`config.mk`:
```
export PLATFORM = sky130hd
export DESIGN_NAME = event_flag_group_waiters_unit
export DESIGN_NICKNAME = d
export VERILOG_FILES = /design/src/rtl/core/efgw_pkg.sv /design/src/rtl/core/efgw_front.sv /design/src/rtl/core/efgw_queue.sv /design/src/rtl/core/efgw_back.sv /design/src/rtl/core/event_flag_group_waiters_unit.sv
export VERILOG_INCLUDE_DIRS = /design/src /design/src/rtl/core
export SDC_FILE = /design/constraint.sdc
export NUM_CORES = 1
export LEC_CHECK = 0
export ABC_AREA = 1
export BUFFER_PORTS_ARGS = -buffer_cell sky130_fd_sc_hd__buf_2
export CORE_ASPECT_RATIO = 0.9
export CORE_UTILIZATION = 50
export DETAILED_ROUTE_END_ITERATION = 8
export HOLD_SLACK_MARGIN = 0.03
export PLACE_DENSITY = 0.71
export RECOVER_POWER = 50
export SYNTH_ARGS = -nofsm -noshare
export SYNTH_HDL_FRONTEND = slang
export SYNTH_SLANG_ARGS = --single-unit
```
`constraint.sdc`:
```
create_clock -name clk -period 2.95 [get_ports clk]
set_input_delay 0.885 -clock clk [delete_from_list [all_inputs] [get_ports clk]]
set_output_delay 0.885 -clock clk [all_outputs]
set_load 0.03 [all_outputs]
```
`src/rtl/core/event_flag_group_waiters_unit_assert.svh`:
```
// ----------------------------------------------------------------------------
// Event flag group waiters: assertion macros
// Shared helpers that wrap clocked implication checks with a reset guard.
// ----------------------------------------------------------------------------
`ifndef EVENT_FLAG_GROUP_WAITERS_UNIT_ASSERT_SVH
`define EVENT_FLAG_GROUP_WAITERS_UNIT_ASSERT_SVH

// Same-cycle implication, checked only while out of reset.
`define EFGW_ASSERT_NOW(name, clk, rstn, ante, cons) \
  name: assert property (@(posedge clk) disable iff (!rstn) (ante) |-> (cons)) \
    else $error("efgw check failed");

// Next-cycle implication, checked only while out of reset.
`define EFGW_ASSERT_NEXT(name, clk, rstn, ante, cons) \
  name: assert property (@(posedge clk) disable iff (!rstn) (ante) |=> (cons)) \
    else $error("efgw check failed");

`endif

```
`src/rtl/core/efgw_pkg.sv`:
```
// ----------------------------------------------------------------------------
// Event flag group waiters package
// Sizes, operation and result codes, and the command record that moves from
// the front end through the queue to the back end.
// ----------------------------------------------------------------------------
`default_nettype none

package efgw_pkg;

  // Table and task sizes.
  localparam int WAIT_SLOTS = 8;
  localparam int NUM_TASKS  = 16;
  localparam int SLOT_IW    = (WAIT_SLOTS > 1) ? $clog2(WAIT_SLOTS) : 1;

  // Command queue depth.
  localparam int Q_DEPTH = 2;
  localparam int Q_PW    = (Q_DEPTH > 1) ? $clog2(Q_DEPTH) : 1;
  localparam int Q_CW    = $clog2(Q_DEPTH + 1);

  // Operation codes.
  localparam logic [2:0] OP_SET       = 3'd0;
  localparam logic [2:0] OP_CLEAR     = 3'd1;
  localparam logic [2:0] OP_PEND      = 3'd2;
  localparam logic [2:0] OP_TIMEOUT   = 3'd3;
  localparam logic [2:0] OP_RESET     = 3'd4;
  localparam logic [2:0] OP_CLEAR_ALL = 3'd5;
  localparam logic [2:0] OP_CHECK     = 3'd6;

  // Wait types.
  localparam logic [1:0] TYPE_ANY   = 2'd1;
  localparam logic [1:0] TYPE_EXACT = 2'd2;

  // Result codes.
  localparam logic [1:0] STAT_OK      = 2'd0;
  localparam logic [1:0] STAT_FULL    = 2'd1;
  localparam logic [1:0] STAT_BAD_CMD = 2'd2;

  localparam logic KIND_DONE   = 1'b0;
  localparam logic KIND_WAKE   = 1'b1;
  localparam logic CAUSE_MATCH = 1'b0;
  localparam logic CAUSE_RESET = 1'b1;

  localparam logic [7:0] FLAGS_CLEARED = 8'h00;

  // Classified command.
  typedef struct packed {
    logic [2:0]  op;
    logic [7:0]  mask;
    logic [3:0]  task_id;
    logic [31:0] timeout;
    logic        task_ok;
    logic        pend_ok;
    logic        exact;
  } cmd_t;

endpackage

`default_nettype wire

```
`src/rtl/core/efgw_front.sv`:
```
// ----------------------------------------------------------------------------
// Event flag group waiters: front end
// Accepts items, classifies them and hands them to the command queue.
// ----------------------------------------------------------------------------
`default_nettype none

module efgw_front (
  input  wire logic          clk,
  input  wire logic          rst_n,
  input  wire logic          start,
  output logic               busy,
  input  wire logic [2:0]    in_op,
  input  wire logic [7:0]    in_mask,
  input  wire logic [3:0]    in_task_id,
  input  wire logic [1:0]    in_wait_type,
  input  wire logic [31:0]   in_timeout,
  input  wire logic          q_full,
  output logic               q_push,
  output efgw_pkg::cmd_t     q_cmd
);

  logic           hold_vld_r;
  efgw_pkg::cmd_t hold_cmd_r;
  efgw_pkg::cmd_t cls_cmd;
  logic           accept;

  // The holding stage frees up in the same cycle that it pushes.
  assign q_push = hold_vld_r && !q_full;
  assign busy   = hold_vld_r && q_full;
  assign accept = start && !busy;
  assign q_cmd  = hold_cmd_r;

  // Classify the item: check the task number and the wait type up front.
  always_comb begin
    cls_cmd.op      = in_op;
    cls_cmd.mask    = in_mask;
    cls_cmd.task_id = in_task_id;
    cls_cmd.timeout = in_timeout;
    cls_cmd.task_ok = (32'(in_task_id) < 32'(efgw_pkg::NUM_TASKS));
    cls_cmd.exact   = (in_wait_type == efgw_pkg::TYPE_EXACT);
    cls_cmd.pend_ok = cls_cmd.task_ok &&
                      ((in_wait_type == efgw_pkg::TYPE_ANY) ||
                       (in_wait_type == efgw_pkg::TYPE_EXACT));
  end

  // Holding stage valid flag.
  always_ff @(posedge clk) begin
    if (!rst_n) begin
      hold_vld_r <= 1'b0;
    end else if (accept) begin
      hold_vld_r <= 1'b1;
    end else if (q_push) begin
      hold_vld_r <= 1'b0;
    end
  end

  // Holding stage payload.
  always_ff @(posedge clk) begin
    if (accept) begin
      hold_cmd_r <= cls_cmd;
    end
  end

endmodule

`default_nettype wire

```
`src/rtl/core/efgw_queue.sv`:
```
// ----------------------------------------------------------------------------
// Event flag group waiters: command queue
// Short FIFO between the front end and the back end.
// ----------------------------------------------------------------------------
`default_nettype none

`include "event_flag_group_waiters_unit_assert.svh"

module efgw_queue (
  input  wire logic           clk,
  input  wire logic           rst_n,
  input  wire logic           push,
  input  wire efgw_pkg::cmd_t push_cmd,
  output logic                full,
  input  wire logic           pop,
  output logic                head_vld,
  output efgw_pkg::cmd_t      head_cmd
);

  efgw_pkg::cmd_t                  store_r [efgw_pkg::Q_DEPTH];
  logic [efgw_pkg::Q_PW-1:0]       wr_ptr_r;
  logic [efgw_pkg::Q_PW-1:0]       rd_ptr_r;
  logic [efgw_pkg::Q_CW-1:0]       count_r;
  logic [efgw_pkg::Q_PW-1:0]       wr_ptr_nxt;
  logic [efgw_pkg::Q_PW-1:0]       rd_ptr_nxt;

  assign full     = (count_r == efgw_pkg::Q_CW'(efgw_pkg::Q_DEPTH));
  assign head_vld = (count_r != '0);
  assign head_cmd = store_r[rd_ptr_r];

  // Pointer wrap.
  always_comb begin
    wr_ptr_nxt = (wr_ptr_r == efgw_pkg::Q_PW'(efgw_pkg::Q_DEPTH - 1)) ?
                 '0 : wr_ptr_r + 1'b1;
    rd_ptr_nxt = (rd_ptr_r == efgw_pkg::Q_PW'(efgw_pkg::Q_DEPTH - 1)) ?
                 '0 : rd_ptr_r + 1'b1;
  end

  // Pointers and fill count.
  always_ff @(posedge clk) begin
    if (!rst_n) begin
      wr_ptr_r <= '0;
      rd_ptr_r <= '0;
      count_r  <= '0;
    end else begin
      if (push) begin
        wr_ptr_r <= wr_ptr_nxt;
      end
      if (pop) begin
        rd_ptr_r <= rd_ptr_nxt;
      end
      if (push && !pop) begin
        count_r <= count_r + 1'b1;
      end else if (pop && !push) begin
        count_r <= count_r - 1'b1;
      end
    end
  end

  // Entry storage.
  always_ff @(posedge clk) begin
    if (push) begin
      store_r[wr_ptr_r] <= push_cmd;
    end
  end

  // The front end never pushes into a full queue.
  `EFGW_ASSERT_NOW(a_no_push_full, clk, rst_n, push, !full)
  // The back end only pops a valid entry.
  `EFGW_ASSERT_NOW(a_no_pop_empty, clk, rst_n, pop, head_vld)
  // A push without a pop grows the count by one.
  `EFGW_ASSERT_NEXT(a_count_grows, clk, rst_n, push && !pop,
                    count_r == $past(count_r) + 1'b1)

endmodule

`default_nettype wire

```
`src/rtl/core/efgw_back.sv`:
```
// ----------------------------------------------------------------------------
// Event flag group waiters: back end
// Holds the flag group and waiter slots, executes commands, scans the slots
// one per cycle after set, clear and reset, and emits wakes and completions.
// ----------------------------------------------------------------------------
`default_nettype none

`include "event_flag_group_waiters_unit_assert.svh"

module efgw_back (
  input  wire logic           clk,
  input  wire logic           rst_n,
  input  wire logic           head_vld,
  input  wire efgw_pkg::cmd_t head_cmd,
  output logic                pop,
  output logic                out_strobe,
  output logic                out_kind,
  output logic [1:0]          out_status,
  output logic [7:0]          out_flag_value,
  output logic [3:0]          out_woken_task,
  output logic                out_wake_cause,
  output logic [31:0]         out_sleep_ticks,
  output logic                out_last
);

  localparam logic [1:0] ST_IDLE = 2'd0;
  localparam logic [1:0] ST_SCAN = 2'd1;
  localparam logic [1:0] ST_DONE = 2'd2;

  localparam int SW = efgw_pkg::SLOT_IW;

  logic [1:0]    state_r, state_nxt;
  logic [7:0]    flags_r, flags_nxt;
  logic [SW-1:0] idx_r, idx_nxt;
  logic          scan_reset_r, scan_reset_nxt;
  logic [efgw_pkg::WAIT_SLOTS-1:0] slot_busy_r, slot_busy_nxt;
  logic [3:0]    slot_task_r  [efgw_pkg::WAIT_SLOTS];
  logic [7:0]    slot_mask_r  [efgw_pkg::WAIT_SLOTS];
  logic          slot_exact_r [efgw_pkg::WAIT_SLOTS];

  logic          free_found;
  logic [SW-1:0] free_idx;
  logic          pend_we;
  logic [7:0]    cur_mask;
  logic          hit;

  logic          res_vld;
  logic          res_kind;
  logic [1:0]    res_status;
  logic [7:0]    res_flag;
  logic [3:0]    res_task;
  logic          res_cause;
  logic [31:0]   res_ticks;
  logic          res_last;

  logic          out_strobe_r;
  logic          out_kind_r;
  logic [1:0]    out_status_r;
  logic [7:0]    out_flag_r;
  logic [3:0]    out_task_r;
  logic          out_cause_r;
  logic [31:0]   out_ticks_r;
  logic          out_last_r;

  assign pop = head_vld && (state_r == ST_IDLE);

  // First free slot, lowest index wins.
  always_comb begin
    free_found = 1'b0;
    free_idx   = '0;
    for (int i = 0; i < efgw_pkg::WAIT_SLOTS; i++) begin
      if (!slot_busy_r[i] && !free_found) begin
        free_found = 1'b1;
        free_idx   = SW'(i);
      end
    end
  end

  // Match test for the slot under scan against the updated flags.
  always_comb begin
    cur_mask = slot_mask_r[idx_r] & flags_r;
    if (scan_reset_r) begin
      hit = 1'b1;
    end else if (slot_exact_r[idx_r]) begin
      hit = (cur_mask == flags_r);
    end else begin
      hit = (cur_mask != 8'h00);
    end
  end

  // Command execution and scan sequencing.
  always_comb begin
    state_nxt      = state_r;
    flags_nxt      = flags_r;
    idx_nxt        = idx_r;
    scan_reset_nxt = scan_reset_r;
    slot_busy_nxt  = slot_busy_r;
    pend_we        = 1'b0;
    res_vld        = 1'b0;
    res_kind       = efgw_pkg::KIND_DONE;
    res_status     = efgw_pkg::STAT_OK;
    res_flag       = flags_r;
    res_task       = 4'd0;
    res_cause      = efgw_pkg::CAUSE_MATCH;
    res_ticks      = 32'd0;
    res_last       = 1'b1;
    unique case (state_r)
      ST_IDLE: begin
        if (head_vld) begin
          unique case (head_cmd.op)
            efgw_pkg::OP_SET: begin
              flags_nxt      = flags_r | head_cmd.mask;
              idx_nxt        = '0;
              scan_reset_nxt = 1'b0;
              state_nxt      = ST_SCAN;
            end
            efgw_pkg::OP_CLEAR: begin
              flags_nxt      = flags_r & ~head_cmd.mask;
              idx_nxt        = '0;
              scan_reset_nxt = 1'b0;
              state_nxt      = ST_SCAN;
            end
            efgw_pkg::OP_RESET: begin
              flags_nxt      = efgw_pkg::FLAGS_CLEARED;
              idx_nxt        = '0;
              scan_reset_nxt = 1'b1;
              state_nxt      = ST_SCAN;
            end
            efgw_pkg::OP_PEND: begin
              res_vld  = 1'b1;
              res_task = head_cmd.task_id;
              if (head_cmd.pend_ok && free_found) begin
                pend_we                 = 1'b1;
                slot_busy_nxt[free_idx] = 1'b1;
                res_ticks               = head_cmd.timeout;
              end else begin
                res_status = efgw_pkg::STAT_FULL;
              end
            end
            efgw_pkg::OP_TIMEOUT: begin
              res_vld = 1'b1;
              for (int i = 0; i < efgw_pkg::WAIT_SLOTS; i++) begin
                if (head_cmd.task_ok && slot_busy_r[i] &&
                    (slot_task_r[i] == head_cmd.task_id)) begin
                  slot_busy_nxt[i] = 1'b0;
                end
              end
            end
            efgw_pkg::OP_CLEAR_ALL: begin
              flags_nxt = efgw_pkg::FLAGS_CLEARED;
              res_vld   = 1'b1;
              res_flag  = efgw_pkg::FLAGS_CLEARED;
            end
            efgw_pkg::OP_CHECK: begin
              res_vld = 1'b1;
            end
            default: begin
              res_vld    = 1'b1;
              res_status = efgw_pkg::STAT_BAD_CMD;
            end
          endcase
        end
      end
      ST_SCAN: begin
        if (slot_busy_r[idx_r] && hit) begin
          res_vld              = 1'b1;
          res_kind             = efgw_pkg::KIND_WAKE;
          res_task             = slot_task_r[idx_r];
          res_cause            = scan_reset_r ? efgw_pkg::CAUSE_RESET :
                                                efgw_pkg::CAUSE_MATCH;
          res_last             = 1'b0;
          slot_busy_nxt[idx_r] = 1'b0;
        end
        if (idx_r == SW'(efgw_pkg::WAIT_SLOTS - 1)) begin
          state_nxt = ST_DONE;
        end else begin
          idx_nxt = idx_r + 1'b1;
        end
      end
      ST_DONE: begin
        res_vld   = 1'b1;
        state_nxt = ST_IDLE;
      end
      default: begin
        state_nxt = ST_IDLE;
      end
    endcase
  end

  // Control state.
  always_ff @(posedge clk) begin
    if (!rst_n) begin
      state_r      <= ST_IDLE;
      flags_r      <= efgw_pkg::FLAGS_CLEARED;
      slot_busy_r  <= '0;
      out_strobe_r <= 1'b0;
    end else begin
      state_r      <= state_nxt;
      flags_r      <= flags_nxt;
      slot_busy_r  <= slot_busy_nxt;
      out_strobe_r <= res_vld;
    end
  end

  // Scan position and result payload.
  always_ff @(posedge clk) begin
    idx_r        <= idx_nxt;
    scan_reset_r <= scan_reset_nxt;
    out_kind_r   <= res_kind;
    out_status_r <= res_status;
    out_flag_r   <= res_flag;
    out_task_r   <= res_task;
    out_cause_r  <= res_cause;
    out_ticks_r  <= res_ticks;
    out_last_r   <= res_last;
  end

  // Slot contents are written on a successful pend.
  always_ff @(posedge clk) begin
    if (pend_we) begin
      slot_task_r[free_idx]  <= head_cmd.task_id;
      slot_mask_r[free_idx]  <= head_cmd.mask;
      slot_exact_r[free_idx] <= head_cmd.exact;
    end
  end

  assign out_strobe      = out_strobe_r;
  assign out_kind        = out_kind_r;
  assign out_status      = out_status_r;
  assign out_flag_value  = out_flag_r;
  assign out_woken_task  = out_task_r;
  assign out_wake_cause  = out_cause_r;
  assign out_sleep_ticks = out_ticks_r;
  assign out_last        = out_last_r;

  // A wake notice is never the final result of an item.
  `EFGW_ASSERT_NOW(a_wake_not_last, clk, rst_n,
                   out_strobe_r && (out_kind_r == efgw_pkg::KIND_WAKE), !out_last_r)
  // Once the final result shows, the back end is ready for the next command.
  `EFGW_ASSERT_NOW(a_last_idle, clk, rst_n, out_strobe_r && out_last_r,
                   state_r == ST_IDLE)
  // Error statuses only appear on completions.
  `EFGW_ASSERT_NOW(a_status_on_done, clk, rst_n,
                   out_strobe_r && (out_status_r != efgw_pkg::STAT_OK),
                   out_kind_r == efgw_pkg::KIND_DONE)
  // A scan always ends in the completion step.
  `EFGW_ASSERT_NEXT(a_scan_ends, clk, rst_n,
                    (state_r == ST_SCAN) && (idx_r == SW'(efgw_pkg::WAIT_SLOTS - 1)),
                    state_r == ST_DONE)

endmodule

`default_nettype wire

```
`src/rtl/core/event_flag_group_waiters_unit.sv`:
```
// ----------------------------------------------------------------------------
// Event flag group waiters unit
// One 8-bit flag group with a table of waiter slots; a front end classifies
// items, a short queue decouples it from the back end that executes them.
//
//   Channel   Handshake            Ports
//   input     start && !busy       in_op, in_mask, in_task_id, in_wait_type,
//                                  in_timeout
//   result    out_strobe (1 cyc)   out_kind, out_status, out_flag_value,
//                                  out_woken_task, out_wake_cause,
//                                  out_sleep_ticks, out_last
//
// Set, clear and reset hold the back end through a load step, a scan step per
// slot and a completion step; other ops finish in the load step alone. The
// slot scan sets the rate. An item passes the holding stage, a queue entry
// and the back end's registered outputs before its completion shows.
// Reset is synchronous and active low; it clears the flags and all slots.
// Results cannot be stalled; busy rises only while the queue is full.
// ----------------------------------------------------------------------------
`default_nettype none

module event_flag_group_waiters_unit (
  input  wire logic        clk,
  input  wire logic        rst_n,
  input  wire logic        start,
  output logic             busy,
  input  wire logic [2:0]  in_op,
  input  wire logic [7:0]  in_mask,
  input  wire logic [3:0]  in_task_id,
  input  wire logic [1:0]  in_wait_type,
  input  wire logic [31:0] in_timeout,
  output logic             out_strobe,
  output logic             out_kind,
  output logic [1:0]       out_status,
  output logic [7:0]       out_flag_value,
  output logic [3:0]       out_woken_task,
  output logic             out_wake_cause,
  output logic [31:0]      out_sleep_ticks,
  output logic             out_last
);

  logic           q_full;
  logic           q_push;
  efgw_pkg::cmd_t q_in_cmd;
  logic           q_pop;
  logic           q_head_vld;
  efgw_pkg::cmd_t q_head_cmd;

  // Front end: accept and classify.
  efgw_front u_front (
    .clk          (clk),
    .rst_n        (rst_n),
    .start        (start),
    .busy         (busy),
    .in_op        (in_op),
    .in_mask      (in_mask),
    .in_task_id   (in_task_id),
    .in_wait_type (in_wait_type),
    .in_timeout   (in_timeout),
    .q_full       (q_full),
    .q_push       (q_push),
    .q_cmd        (q_in_cmd)
  );

  // Command queue.
  efgw_queue u_queue (
    .clk      (clk),
    .rst_n    (rst_n),
    .push     (q_push),
    .push_cmd (q_in_cmd),
    .full     (q_full),
    .pop      (q_pop),
    .head_vld (q_head_vld),
    .head_cmd (q_head_cmd)
  );

  // Back end: flag group, slots and results.
  efgw_back u_back (
    .clk             (clk),
    .rst_n           (rst_n),
    .head_vld        (q_head_vld),
    .head_cmd        (q_head_cmd),
    .pop             (q_pop),
    .out_strobe      (out_strobe),
    .out_kind        (out_kind),
    .out_status      (out_status),
    .out_flag_value  (out_flag_value),
    .out_woken_task  (out_woken_task),
    .out_wake_cause  (out_wake_cause),
    .out_sleep_ticks (out_sleep_ticks),
    .out_last        (out_last)
  );

endmodule

`default_nettype wire

```
==> results_tabular.tex <==
\begin{tabular}{lr}
\hline
Metric & Value \\
\hline
\multicolumn{2}{l}{\textbf{Run status}} \\
\quad Result of the run & completed \\
\multicolumn{2}{l}{\textbf{Synth}} \\
\quad Synth async-reset ratio & 0\% \\
\quad Syn nets & between 1,000 and 1,500 \\
\quad Number of enable flip-flop cells after synthesis & between 200 and 300 \\
\quad Leading post-synthesis cells by instance count & sky130\_fd\_sc\_hd\_\_nand2\_1 (283), sky130\_fd\_sc\_hd\_\_edfxtp\_1 (255), sky130\_fd\_sc\_hd\_\_inv\_1 (98), sky130\_fd\_sc\_hd\_\_dfxtp\_1 (77), sky130\_fd\_sc\_hd\_\_nand3\_1 (70) \\
\quad Library cell occupying the most area in the post-synthesis netlist & sky130\_fd\_sc\_hd\_\_edfxtp\_1 \\
\quad Synthesized area per cell & about 12 sq um \\
\quad Synthesized cell area & about 13,000 sq um \\
\quad Register area share after synthesis & a little under three quarters \\
\quad Post-synthesis register bit count & about 330 \\
\quad Synth unique cells & 45 \\
\quad Top-area cell type share of the netlist area & roughly 59\% \\
\quad Most used flip-flop cell after synthesis & sky130\_fd\_sc\_hd\_\_edfxtp\_1 \\
\quad Cell with the most instances after synthesis & sky130\_fd\_sc\_hd\_\_nand2\_1 \\
\quad Synthesized instance count & 1,120 \\
\quad Cell types with the largest area share after synthesis & sky130\_fd\_sc\_hd\_\_edfxtp\_1 (59\%), sky130\_fd\_sc\_hd\_\_dfxtp\_1 (12\%), sky130\_fd\_sc\_hd\_\_nand2\_1 (8.2\%) \\
\quad Synthesis Warnings & 0 \\
\multicolumn{2}{l}{\textbf{Timing}} \\
\quad Upper clock frequency limit & between 300 and 400 MHz \\
\quad Setup TNS after final layout & 0 ps \\
\quad Post-route fraction of the period consumed by the critical path & approximately 90\% \\
\quad Final-report hold violation count & 0 \\
\quad Number of setup violations in the final report & 0 \\
\quad Worst clock skew on the final layout & roughly 18 ps \\
\quad Pins over their slew limit & 0 \\
\quad Transition at the pin with the smallest max-transition slack & just over 900 ps \\
\quad Setup repair after global routing missed its margin & no \\
\quad Min cycle time layout & approximately 2600 ps \\
\quad Headroom to the max-slew limit & just under 40\% \\
\multicolumn{2}{l}{\textbf{Pwr}} \\
\quad Pwr dens & approximately 970 nW/um\^{}2 \\
\quad IR Drop Worst-Case VDD & approximately 0.59 mV \\
\quad Standby leakage power & slightly below 0.006 uW \\
\multicolumn{2}{l}{\textbf{Die}} \\
\quad DIE HEIGHT & around 150 um \\
\quad Core area & 25,300 sq um \\
\quad DIE AREA & 26,500 sq um \\
\quad Starting Density & about 50\% \\
\quad Chip Width & around 170 um \\
\quad Count of boundary I/O pins & 103 \\
\quad Placement Rows & 55 \\
\multicolumn{2}{l}{\textbf{Job}} \\
\quad Max-cap violations & 0 \\
\multicolumn{2}{l}{\textbf{Clocking}} \\
\quad Number of cells upsized or downsized after cts & 0 \\
\quad Number of post-CTS setup repair buffers & 0 \\
\quad Clock buffer depth & 3 \\
\quad Worst-Skew Late Latency & between 500 and 600 ps \\
\quad Hold bufs inserted after CTS & 0 \\
\quad Clock tree from TritonCTS & built \\
\quad H-tree level count & 2 \\
\quad Clk sinks & about 330 \\
\quad CTS root buffer & sky130\_fd\_sc\_hd\_\_clkbuf\_16 \\
\quad Clock edge transition at the registers on the reported setup and hold paths & approximately 60 ps \\
\quad Total CTS buffers & 35 \\
\multicolumn{2}{l}{\textbf{Placed design}} \\
\quad Placed cell count & 1,546 \\
\quad Routability-driven placement congestion ratio & 0.889 \\
\quad Port-buffer cells & 102 \\
\quad Estimated wirelength of the detail-placed design & between 15,000 and 20,000 um \\
\multicolumn{2}{l}{\textbf{Global routing}} \\
\quad Final global-route overflow total & 0 \\
\quad Pin count of the biggest net entering global routing & 54 \\
\quad Antenna violations before repair & 4 \\
\quad Global-route wire length before repair & between 40,000 and 50,000 um \\
\quad All-Layer GR Usage & between 20\% and 30\% \\
\quad Vias in the first global route & $\sim$8,000 \\
\multicolumn{2}{l}{\textbf{Route}} \\
\quad Post-DR vias/cell & roughly 5.2 \\
\quad Starting DRC count in detailed routing & $\sim$760 \\
\quad DR DRC count & 0 \\
\quad Router iterations before antenna repair & 5 \\
\quad Post-detailed-route count of antenna-violating nets & 0 \\
\quad Final routed wire length divided by cell count & roughly 17 um \\
\quad Via count & approximately 8,400 \\
\quad Sum of routed wire length over all layers & 27,300 um \\
\multicolumn{2}{l}{\textbf{Worst setup path}} \\
\quad Max stage delay cell, worst path & sky130\_fd\_sc\_hd\_\_nand2\_1 \\
\quad Setup slack of the worst register-to-register path & approximately 330 ps \\
\quad Cell breakdown of the critical path & buf\_4 > nand2\_1 > nand2\_1 > inv\_2 > nand2\_1 > o21ai\_0 > nand3b\_1 > o31ai\_1 > nand2\_1 > nor2\_1 > nand3\_1 > nand2\_1 > nor2\_1 \\
\quad CP startpoint kind & flip-flop \\
\quad Worst path arrival time & about 3000 ps \\
\quad Buffer and inverter count on the worst path & 2 \\
\quad Worst setup path class & flip-flop to flip-flop \\
\quad Top cell by count, worst path & sky130\_fd\_sc\_hd\_\_nand2\_1 \\
\quad Largest fanout on the critical path & 29 \\
\quad Critical Path Max Stage Delay & approximately 450 ps \\
\quad Required time at the endpoint of the critical path & between 3000 and 4000 ps \\
\quad Kind of cell adding the most delay to the critical path & simple AND/OR/NAND/NOR gates \\
\quad Critical path endpoint category & flip-flop \\
\multicolumn{2}{l}{\textbf{Layout}} \\
\quad Final instance count without filler cells & approximately 1,600 \\
\quad Area growth from synthesis to final layout & 15.4\% \\
\quad Share of layout cells above drive strength 1 & 16.6\% \\
\quad Net count of the finished layout & $\sim$1,300 \\
\multicolumn{2}{l}{\textbf{Min path}} \\
\quad Class of the tightest hold or removal check & flip-flop to flip-flop \\
\hline
\end{tabular}
==> path summary, 6_finish.rpt <==
kind | cells past startpoint | endpoint | from
min reg2reg | 0 | u_queue.store_r[1][40] | u_front.q_cmd[41]
max | 13 | u_back.slot_busy_r[2] | flip-flop
min | 0 | u_queue.store_r[1][40] | u_front.q_cmd[41]
max reg2reg | 13 | u_back.slot_busy_r[2] | flip-flop
==> layer usage <==
metal	vias to the layer above	track usage, %	wire length (um)
li1	4066	-	-
met1	3989	28.7	11700
met2	312	33.0	12800
met3	62	4.55	2100
met4	4	7.02	716
met5	-	0	28
==> state kept, by name, summed over array words and instances (netlist names), 2 cells and up, named ones only <==
name and count:
u_back.out_flag_value 8, u_back.idx_r 3, u_back.slot_task_r 32, u_back.out_woken_task 4
u_queue.store_r 98, u_back.out_sleep_ticks 32, u_back.state_r 2, u_back.slot_busy_r 8
u_front.q_cmd 49, u_queue.count_r 2, u_back.slot_mask_r 64, u_back.flags_r 8
u_back.out_status 2, u_back.slot_exact_r 8
==> layout by cell type, fill, tap and decap left out, types with 4 or more instances in the layout <==
master / instances
sky130_fd_sc_hd__nand2_1: 285
sky130_fd_sc_hd__edfxtp_1: 255
sky130_fd_sc_hd__inv_1: 100
sky130_fd_sc_hd__buf_2: 88
sky130_fd_sc_hd__dfxtp_1: 77
sky130_fd_sc_hd__nand3_1: 70
sky130_fd_sc_hd__nor2_1: 68
sky130_fd_sc_hd__a21oi_1: 65
sky130_fd_sc_hd__clkbuf_16: 35
sky130_fd_sc_hd__o21ai_0: 22
sky130_fd_sc_hd__buf_4: 19
sky130_fd_sc_hd__clkbuf_1: 17
sky130_fd_sc_hd__inv_2: 13
sky130_fd_sc_hd__nor3_1: 11
sky130_fd_sc_hd__a21oi_2: 10
sky130_fd_sc_hd__xor2_1: 10
sky130_fd_sc_hd__a31oi_1: 9
sky130_fd_sc_hd__o21ai_1: 8
sky130_fd_sc_hd__a211oi_1: 8
sky130_fd_sc_hd__nand4_1: 8
sky130_fd_sc_hd__clkbuf_8: 8
sky130_fd_sc_hd__clkinv_2: 8
sky130_fd_sc_hd__or2_2: 6
sky130_fd_sc_hd__clkinv_1: 5
sky130_fd_sc_hd__xnor2_1: 5
sky130_fd_sc_hd__o31ai_1: 5
sky130_fd_sc_hd__o22ai_1: 4
sky130_fd_sc_hd__nor2_4: 4
sky130_fd_sc_hd__a221oi_1: 4
sky130_fd_sc_hd__ha_1: 4
==> stage by stage <==
step	utilization, %	area [sq um]	setup slack [ps]	hold WS [ps]	power, uW
after detailed placement	54.7	13800	450	429	10200
after floorplan	-	13000	223	421	9120
final	59.2	14900	333	440	14500
after CTS	59.4	15000	418	441	14600
after global placement	54.7	13800	485	422	10100
after global routing	59.2	14900	146	447	15200
==> cell families after synthesis <==
family / after synthesis / share of synthesized area (%)
adder cells (fa/ha/maj): 4 / 0.386
AND/OR/NAND/NOR: 467 / 15.4
AO/OA/AOI/OAI: 148 / 6.82
flip-flops: 332 / 71.0
buffers and inverters: 154 / 5.34
XOR/XNOR: 15 / 1.01
==> layout make-up <==
class	count	area, sq um
sequential	332	9200
clock buffer	46	997
timing repair buffer	122	641
clock inverter	17	178
tap	342	428
inverter	116	440
fill	2030	10300
multi-input combinational	634	3060
antenna	2	5.00
==> power breakdown <==
group,leakage [uW],internal [uW],switching [uW]
logic,0.00236,1100,2920
registers,0.00298,5750,309
clock network,0.000585,2660,1750
Power figures use the tool's default switching activity.
